### config.mk
export PLATFORM = sky130hd
export DESIGN_NAME = base64_stream_decoder_flat
export DESIGN_NICKNAME = d
export VERILOG_FILES = /design/src/sv/b64d_pkg.sv /design/src/sv/b64d_req_if.sv /design/src/sv/b64d_rsp_if.sv /design/src/sv/b64d_core.sv /design/src/sv/base64_stream_decoder.sv /design/src/flat_wrapper.sv
export SDC_FILE = /design/constraint.sdc
export NUM_CORES = 1
export LEC_CHECK = 0
export BUFFER_PORTS_ARGS = -buffer_cell sky130_fd_sc_hd__buf_4
export CAP_MARGIN = 20
export CORE_MARGIN = 1.5
export CORE_UTILIZATION = 45
export CTS_CLUSTER_DIAMETER = 50
export DETAILED_ROUTE_END_ITERATION = 6
export SETUP_SLACK_MARGIN = 0.02
export SLEW_MARGIN = 20
export SYNTH_ARGS = -nofsm -noshare
export SYNTH_HDL_FRONTEND = slang
export SYNTH_SLANG_ARGS = --single-unit
### constraint.sdc
create_clock -name clock -period 8.6 [get_ports clock]
set_input_delay 0.43 -clock clock [delete_from_list [all_inputs] [get_ports clock]]
set_output_delay 0.43 -clock clock [all_outputs]
set_load 0.05 [all_outputs]
### src/sv/b64d_pkg.sv
// shared types, constants and the symbol lookup for the base64 stream decoder
package b64d_pkg;

   localparam int CountWidthDefault = 24;
   localparam int CharWidth         = 8;
   localparam int LimitWidth        = 24;
   localparam int SextetWidth       = 6;
   localparam int StatusWidth       = 2;

   localparam logic [LimitWidth-1:0] LimitReset = {LimitWidth{1'b1}};

   localparam logic [CharWidth-1:0] NoSymbol = 8'h80;
   localparam logic [CharWidth-1:0] PadChar  = 8'h3D;

   localparam logic [StatusWidth-1:0] StatusOk       = 2'd0;
   localparam logic [StatusWidth-1:0] StatusBadCount = 2'd1;
   localparam logic [StatusWidth-1:0] StatusBadPad   = 2'd2;
   localparam logic [StatusWidth-1:0] StatusOverLim  = 2'd3;

   // results produced by one accepted character
   typedef struct packed {
      logic [2:0][CharWidth-1:0] data;
      logic [1:0]                nbytes;
      logic                      has_end;
      logic [StatusWidth-1:0]    status;
   } b64d_group_type;

   // sextet of a character, NoSymbol when the character is skipped
   function automatic logic [CharWidth-1:0] sextet_of(input logic [CharWidth-1:0] c);
      logic [CharWidth-1:0] r;
      r = NoSymbol;
      if (c >= 8'h41 && c <= 8'h5A) begin
         r = c - 8'h41;
      end else if (c >= 8'h61 && c <= 8'h7A) begin
         r = c - 8'h61 + 8'd26;
      end else if (c >= 8'h30 && c <= 8'h39) begin
         r = c - 8'h30 + 8'd52;
      end else if (c == 8'h2B) begin
         r = 8'd62;
      end else if (c == 8'h2F) begin
         r = 8'd63;
      end else if (c == PadChar) begin
         r = 8'd0;
      end
      return r;
   endfunction

endpackage

### src/sv/b64d_req_if.sv
// character channel of the base64 stream decoder
interface b64d_req_if;
   logic                           valid;
   logic                           ready;
   logic [b64d_pkg::CharWidth-1:0] in_char;
   logic                           last_char;

   modport source (output valid, output in_char, output last_char, input ready);
   modport sink   (input valid, input in_char, input last_char, output ready);
endinterface

### src/sv/b64d_rsp_if.sv
// result channel of the base64 stream decoder
interface b64d_rsp_if;
   logic                             valid;
   logic                             ready;
   logic [b64d_pkg::CharWidth-1:0]   out_byte;
   logic                             is_end;
   logic                             run_last;
   logic [b64d_pkg::StatusWidth-1:0] status_code;

   modport source (output valid, output out_byte, output is_end, output run_last,
                   output status_code, input ready);
   modport sink   (input valid, input out_byte, input is_end, input run_last,
                   input status_code, output ready);
endinterface

### src/sv/b64d_core.sv
// quad assembly, padding tracking and end status of the base64 decoder
module b64d_core #(
   parameter int COUNT_WIDTH = b64d_pkg::CountWidthDefault
) (
   input  logic                            clock,
   input  logic                            reset,
   input  logic                            fire,
   input  logic [b64d_pkg::CharWidth-1:0]  in_char,
   input  logic                            last_char,
   input  logic [b64d_pkg::LimitWidth-1:0] out_limit,
   output b64d_pkg::b64d_group_type        group
);
   import b64d_pkg::*;

   localparam int CmpWidth = ((COUNT_WIDTH > LimitWidth) ? COUNT_WIDTH : LimitWidth) + 1;
   localparam logic [COUNT_WIDTH-1:0] CountMax = {COUNT_WIDTH{1'b1}};

   logic [SextetWidth-1:0] hold_ff [3];
   logic [SextetWidth-1:0] hold_in [3];
   logic [1:0]             slot_ff, slot_in;
   logic [2:0]             pad_ff, pad_in;
   logic                   stopped_ff, stopped_in;
   logic [COUNT_WIDTH-1:0] total_ff, total_in;
   logic                   pad_err_ff, pad_err_in;

   logic [CharWidth-1:0]   sx;
   logic                   is_sym;
   logic [SextetWidth-1:0] s6;
   logic [2:0]             pad_up;
   logic [COUNT_WIDTH-3:0] quads;
   logic [CmpWidth-1:0]    dec_len;
   logic [CmpWidth-1:0]    lim_ext;

   always_comb begin
      sx      = sextet_of(in_char);
      is_sym  = (sx != NoSymbol);
      s6      = sx[SextetWidth-1:0];

      hold_in    = hold_ff;
      slot_in    = slot_ff;
      pad_in     = pad_ff;
      stopped_in = stopped_ff;
      pad_err_in = pad_err_ff;
      total_in   = total_ff;
      pad_up     = pad_ff;

      group.data    = '0;
      group.nbytes  = 2'd0;
      group.has_end = 1'b0;
      group.status  = StatusOk;

      if (is_sym) begin
         if (total_ff != CountMax) begin
            total_in = total_ff + COUNT_WIDTH'(1);
         end
         if (!stopped_ff) begin
            if (in_char == PadChar && pad_ff != 3'd7) begin
               pad_up = pad_ff + 3'd1;
            end
            if (slot_ff != 2'd3) begin
               hold_in[slot_ff] = s6;
               slot_in          = slot_ff + 2'd1;
               pad_in           = pad_up;
            end else begin
               group.data[0] = {hold_ff[0], hold_ff[1][5:4]};
               group.data[1] = {hold_ff[1][3:0], hold_ff[2][5:2]};
               group.data[2] = {hold_ff[2][1:0], s6};
               if (pad_up <= 3'd2) begin
                  group.nbytes = 2'(3'd3 - pad_up);
               end else begin
                  pad_err_in = 1'b1;
               end
               if (pad_up != 3'd0) begin
                  stopped_in = 1'b1;
               end
               slot_in = 2'd0;
               pad_in  = 3'd0;
               hold_in = '{default: '0};
            end
         end
      end

      quads   = total_in[COUNT_WIDTH-1:2];
      dec_len = CmpWidth'({quads, 1'b0}) + CmpWidth'(quads);
      lim_ext = CmpWidth'(out_limit);

      if (last_char) begin
         group.has_end = 1'b1;
         if (total_in == '0 || total_in[1:0] != 2'd0) begin
            group.status = StatusBadCount;
         end else if (dec_len > lim_ext) begin
            group.status = StatusOverLim;
         end else if (pad_err_in) begin
            group.status = StatusBadPad;
         end
         hold_in    = '{default: '0};
         slot_in    = 2'd0;
         pad_in     = 3'd0;
         stopped_in = 1'b0;
         total_in   = '0;
         pad_err_in = 1'b0;
      end
   end

   always_ff @(posedge clock) begin
      if (reset) begin
         hold_ff    <= '{default: '0};
         slot_ff    <= 2'd0;
         pad_ff     <= 3'd0;
         stopped_ff <= 1'b0;
         total_ff   <= '0;
         pad_err_ff <= 1'b0;
      end else if (fire) begin
         hold_ff    <= hold_in;
         slot_ff    <= slot_in;
         pad_ff     <= pad_in;
         stopped_ff <= stopped_in;
         total_ff   <= total_in;
         pad_err_ff <= pad_err_in;
      end
   end

endmodule

### src/sv/base64_stream_decoder.sv
// top level of the base64 stream decoder: csr, core and result buffer
//
// usage
//  - req_if carries one encoded character per beat (in_char, last_char);
//    characters outside the alphabet are dropped, '=' counts as a pad
//  - rsp_if carries one result per beat: a data byte, or on the last
//    character an end beat (is_end=1) with status_code 0 ok, 1 bad symbol
//    count, 2 bad padding, 3 over limit; run_last marks the final result
//    caused by one character
//  - csr_wr_en/csr_wr_data write out_limit, the largest decoded length
//    allowed; write it only while the block is idle
//  - one character is decoded in the cycle it is accepted; its results
//    show up on rsp_if from the next cycle, one beat per cycle while rsp_if.ready is high
//  - a new character is taken in every cycle in which the result buffer
//    is empty or is handing out its final beat, so the rsp port sets the pace
//  - a stalled receiver holds the buffer and, through it, req_if.ready
//  - reset (synchronous) clears the stream state, empties the buffer and
//    sets out_limit to all ones
module base64_stream_decoder #(
   parameter int COUNT_WIDTH = b64d_pkg::CountWidthDefault
) (
   input  logic                            clock,
   input  logic                            reset,
   b64d_req_if.sink                        req_if,
   b64d_rsp_if.source                      rsp_if,
   input  logic                            csr_wr_en,
   input  logic [b64d_pkg::LimitWidth-1:0] csr_wr_data
);
   import b64d_pkg::*;

   logic [LimitWidth-1:0] limit_ff;

   b64d_group_type        group_in;
   b64d_group_type        group_ff;
   logic [2:0]            grp_total_ff;   // results held for the last character
   logic [2:0]            grp_pos_ff;     // next result to hand out

   logic                  req_fire;
   logic                  rsp_fire;
   logic                  rsp_final;
   logic [2:0]            group_total;

   // config register; the user must write it only while idle, the block itself does not enforce that
   always_ff @(posedge clock) begin
      if (reset) begin
         limit_ff <= LimitReset;
      end else if (csr_wr_en) begin
         limit_ff <= csr_wr_data;
      end
   end

   b64d_core #(
      .COUNT_WIDTH (COUNT_WIDTH)
   ) u_core (
      .clock     (clock),
      .reset     (reset),
      .fire      (req_fire),
      .in_char   (req_if.in_char),
      .last_char (req_if.last_char),
      .out_limit (limit_ff),
      .group     (group_in)
   );

   // result buffer: data beats first, then the end beat
   assign rsp_if.valid = (grp_pos_ff < grp_total_ff);
   assign rsp_final    = (grp_pos_ff == grp_total_ff - 3'd1);
   assign rsp_fire     = rsp_if.valid && rsp_if.ready;

   // take a new character once the buffer drains this cycle or is empty
   assign req_if.ready = !rsp_if.valid || (rsp_fire && rsp_final);
   assign req_fire     = req_if.valid && req_if.ready;

   assign group_total  = {1'b0, group_in.nbytes} + {2'b00, group_in.has_end};

   always_comb begin
      rsp_if.run_last    = rsp_final;
      if (grp_pos_ff < {1'b0, group_ff.nbytes}) begin
         rsp_if.out_byte    = group_ff.data[grp_pos_ff[1:0]];
         rsp_if.is_end      = 1'b0;
         rsp_if.status_code = StatusOk;
      end else begin
         rsp_if.out_byte    = '0;
         rsp_if.is_end      = 1'b1;
         rsp_if.status_code = group_ff.status;
      end
   end

   // payload register needs no reset
   always_ff @(posedge clock) begin
      if (req_fire) begin
         group_ff <= group_in;
      end
   end

   always_ff @(posedge clock) begin
      if (reset) begin
         grp_total_ff <= 3'd0;
         grp_pos_ff   <= 3'd0;
      end else if (req_fire) begin
         grp_total_ff <= group_total;
         grp_pos_ff   <= 3'd0;
      end else if (rsp_fire) begin
         grp_pos_ff   <= grp_pos_ff + 3'd1;
      end
   end

endmodule

### src/flat_wrapper.sv
// flat-port wrapper written by rule: the top's interface ports become plain ports
module base64_stream_decoder_flat import b64d_pkg::*;
#(
   parameter int COUNT_WIDTH = b64d_pkg::CountWidthDefault
)
  (clock, reset, csr_wr_en, csr_wr_data, req_if_valid, req_if_in_char, req_if_last_char, req_if_ready, rsp_if_valid, rsp_if_out_byte, rsp_if_is_end, rsp_if_run_last, rsp_if_status_code, rsp_if_ready);
  b64d_req_if req_if_i ();
  b64d_rsp_if rsp_if_i ();
  input  logic clock;
  input  logic reset;
  input  logic csr_wr_en;
  input  logic [b64d_pkg::LimitWidth-1:0] csr_wr_data;
  input wire logic [$bits(req_if_i.valid)-1:0] req_if_valid;
  input wire logic [$bits(req_if_i.in_char)-1:0] req_if_in_char;
  input wire logic [$bits(req_if_i.last_char)-1:0] req_if_last_char;
  output wire logic [$bits(req_if_i.ready)-1:0] req_if_ready;
  output wire logic [$bits(rsp_if_i.valid)-1:0] rsp_if_valid;
  output wire logic [$bits(rsp_if_i.out_byte)-1:0] rsp_if_out_byte;
  output wire logic [$bits(rsp_if_i.is_end)-1:0] rsp_if_is_end;
  output wire logic [$bits(rsp_if_i.run_last)-1:0] rsp_if_run_last;
  output wire logic [$bits(rsp_if_i.status_code)-1:0] rsp_if_status_code;
  input wire logic [$bits(rsp_if_i.ready)-1:0] rsp_if_ready;
  assign req_if_i.valid = req_if_valid;
  assign req_if_i.in_char = req_if_in_char;
  assign req_if_i.last_char = req_if_last_char;
  assign req_if_ready = req_if_i.ready;
  assign rsp_if_valid = rsp_if_i.valid;
  assign rsp_if_out_byte = rsp_if_i.out_byte;
  assign rsp_if_is_end = rsp_if_i.is_end;
  assign rsp_if_run_last = rsp_if_i.run_last;
  assign rsp_if_status_code = rsp_if_i.status_code;
  assign rsp_if_i.ready = rsp_if_ready;
  base64_stream_decoder #(.COUNT_WIDTH(COUNT_WIDTH)) u_core (.clock(clock), .reset(reset), .req_if(req_if_i), .rsp_if(rsp_if_i), .csr_wr_en(csr_wr_en), .csr_wr_data(csr_wr_data));
endmodule
==> results.ini <==
[critical_path]
reg2reg_from = u_core.u_core.total_ff[0]
arrival_ns = 6.39
r2r_setup_slack_ns = 2.65
crit_fanout = 11
start_kind = input pin
critPathCaptureType = flop
crit_path_end = u_core.group_ff[0]
required_ns = 8.72
worstRegToRegCells = 27
worstSetupStartpoint = req_if_in_char[2]
crit_slowest_cell = o31ai_2
cpMostUsedCell = ha_1
critPathKind = input pin to flop
cpPeakStageDelay_ns = 0.76
r2r-end = u_core.group_ff[0]

[synth]
yosysTopAreaCellShare_pct = 20.7
synth_edf_count = 28
synth-simple-area-share_pct = 20.7
synth_seq_area_share_pct = 31.7
async_flop_share_pct = 0
avgSynthCellArea_um2 = 8.37
synthMuxAreaShare_pct = 1.96
synth-main-ff-cell = dfxtp_1
synthAdderAreaFrac_pct = 12.4
ys_ff_latch = 107
netlist_instances = 914
synth_top_cell_by_area = dfxtp_1
syn_area_um2 = 7650
synth-xor-area-share_pct = 5.25
synth_cell_type_count = 91
ys_warn_count = 0
synth_compound_area_share_pct = 22.6
synth_top_family_by_area = compound AO/OA/AOI/OAI gates
synth_nets = 1028
netlist_top_cells_area = dfxtp_1 21%, ha_1 12%, edfxtp_1 11%

[worst_hold_path]
hp-start = csr_wr_data[14]
min_path_cells = 3
hold_class = input pin to flop

[global_routing]
grtUsageTotal_pct = 20.8
grt_overflow_total = 0
grt_max_degree = 57
gr-usage-met2_pct = 30.7
first_global_vias = 6049
met3_usage_pct = 3.42
groute.layer.met1.usage_pct = 31.5
grt_pass1_wl_um = 30100
antenna_found_initial = 0
top_usage_layer = met1

[floorplanning]
dieArea_um2 = 17800
core_area_um2 = 16600
die_y_um = 133
io_pins = 52
num_rows = 47
die_width_um = 133
initial_core_util_pct = 46.1

[sta]
tightest_slew_ns = 0.948
rsz0062_at_grt = false
slew_headroom_pct = 36.8
hold_viol_final = 0
slew_viol_final = 0
final.min_clock_period_ns = 6.28
hold_slack_ns = 0.273
fmax_ghz = 0.159
tns_ns = 0
skew_ns = 0.00935
post-route-period-util_pct = 73.0
setup_violations = 0

[routing]
via_count = 6524
post_drt_wl_per_cell_um = 15.4
drtIter0Drc = 407
wl_um = 17900
drtPass1Iterations = 5
drcViolationCount = 0
final_antenna_net_count = 0
drt-vias-per-instance = 5.60

[clock_network]
cts_buffers = 9
cts_max_level = 3
clkSinkCount = 107
cts.path.max_buffers = 2
path_clk_slew_ns = 0.08
cts_tree = yes
clk_latency_ns = 0.36
hold_buffers = 0
cts_resized = 0
cts_root_buf = clkbuf_16
post_cts_buffers = 0

[cells_and_area]
drive_gt1_share_pct = 11.1
diodes = 0
finalNetCount = 1055
multi_input_area_um2 = 4820
finalInstanceArea_um2 = 8440
fillers = 1693
area_growth_pct = 10.4
regArea_um2 = 2420

[power_and_ir_drop]
p_per_area_nw_per_um2 = 128
power_leakage_nw = 3.78
vdd_ir_drop_max_v = 0.0000946

[place]
routabilityCongestion = 0.901
hpwlAfterDp_um = 13200
numPortBuffers = 51
place_area_um2 = 8160

[status]
outcome = complete, no violations

[flow_run]
cap_violations = 0

==> registers in the layout (all words and copies together), names as in the netlist <==
signal and cells:
u_core.group_ff 28, u_core.grp_pos_ff 3, u_core.grp_total_ff 3, u_core.limit_ff 24
u_core.u_core.hold_ff 18, u_core.u_core.pad_err_ff 1, u_core.u_core.pad_ff 3, u_core.u_core.slot_ff 2
u_core.u_core.stopped_ff 1, u_core.u_core.total_ff 24
==> through the flow <==
stage          instances  worst slack [ns]  util, %  total power, mW
2_1_floorplan        914              3.15        -            0.634
6_report            1166              2.32     50.9             1.08
5_1_grt             1166              1.69     50.9             1.12
3_3_place_gp        1150              2.08     49.2            0.679
3_5_place_dp        1150              1.95     49.2            0.680
4_1_cts             1166              2.33     50.9             1.09
==> synth_stat cells, drive strengths merged (4+ instances only) <==
cell type    n
dfxtp       79
nand2       77
inv         67
buf         10
mux2i       15
and2        10
nand3       17
or3          6
a31oi        6
o211ai      26
and4         4
and3        25
o21ai       39
o31ai        4
nor3        24
a21o        14
edfxtp      28
o21a         9
a211oi       7
a21oi       74
ha          76
a22oi       25
xnor2       29
clkbuf      26
nor2       105
nand4       21
xor2        16
o221ai       4
nand2b      11
nor2b        7
==> cells by family (layout without fill, tap and decap cells) <==
kind of cell / Yosys count / after routing
AND/OR/NAND/NOR: 321 / 321
AO/OA/AOI/OAI: 247 / 247
flip-flops: 107 / 107
buffers and inverters: 103 / 135
adder cells (fa/ha/maj): 76 / 76
XOR/XNOR: 45 / 45
multiplexers: 15 / 15
==> worst min path at each step <==
stage / endpoint / slack (ns)
2_1_floorplan: u_core.grp_total_ff[1] / 0.44
3_3_place_gp: u_core.grp_total_ff[1] / 0.44
3_5_place_dp: u_core.grp_total_ff[1] / 0.45
4_1_cts: u_core.limit_ff[14] / 0.27
5_1_grt: u_core.limit_ff[19] / 0.28
6_report: u_core.limit_ff[14] / 0.27
==> metal layers <==
metal | wire length [µm] | vias to the layer above | share of wire, %
li1 | - | 3336 | -
met1 | 9270 | 3049 | 52
met2 | 7650 | 125 | 43
met3 | 790 | 14 | 4.4
met4 | 190 | 0 | 1.1
met5 | 0 | - | 0
==> layout by cell type, fill, tap and decap left out, types with 3 or more instances in the layout <==
cell type and count:
nor2_1 104, dfxtp_1 79, nand2_1 77, ha_1 76
a21oi_1 68, inv_1 67, buf_4 52, o21ai_0 31
xnor2_1 29, edfxtp_1 28, o211ai_1 26, a22oi_1 25
nor3_1 24, and3_1 24, nand4_1 19, nand3_1 16
xor2_1 15, mux2i_1 15, a21o_1 12, nand2b_1 10
o21a_1 9, clkbuf_16 9, and2_1 7, a211oi_1 7
nor2b_1 7, a31oi_1 5, or3_1 5, o21ai_1 4
a21oi_2 4, o21ai_2 4, and4_1 3, a211o_1 3
o21bai_1 3
==> final cells by class <==
| cell class | count | share of cell area, % |
|---|---|---|
| Clock inverter | 6 | 0.682 |
| Tap cell | 220 | 3.26 |
| Inverter | 67 | 2.98 |
| Timing Repair Buffer | 52 | 4.62 |
| Clock buffer | 10 | 2.71 |
| Multi-Input combinational cell | 704 | 57.1 |
| Sequential cell | 107 | 28.7 |
==> report_power, final <==
part           switching, mW  internal [mW]  total (mW)
sequential           0.00535          0.531       0.537
combinational         0.0878         0.0427       0.131
clock                  0.207          0.203       0.410
==> worst max-delay path, delay by kind of cell <==
family	cells	cell delay [ns]
AO/OA/AOI/OAI	13	3.10
AND/OR/NAND/NOR	8	1.11
adder cells (fa/ha/maj)	4	1.00
XOR/XNOR	2	0.40
buffers and inverters	3	0.35
Note: power is estimated with default switching activity, not from simulation.
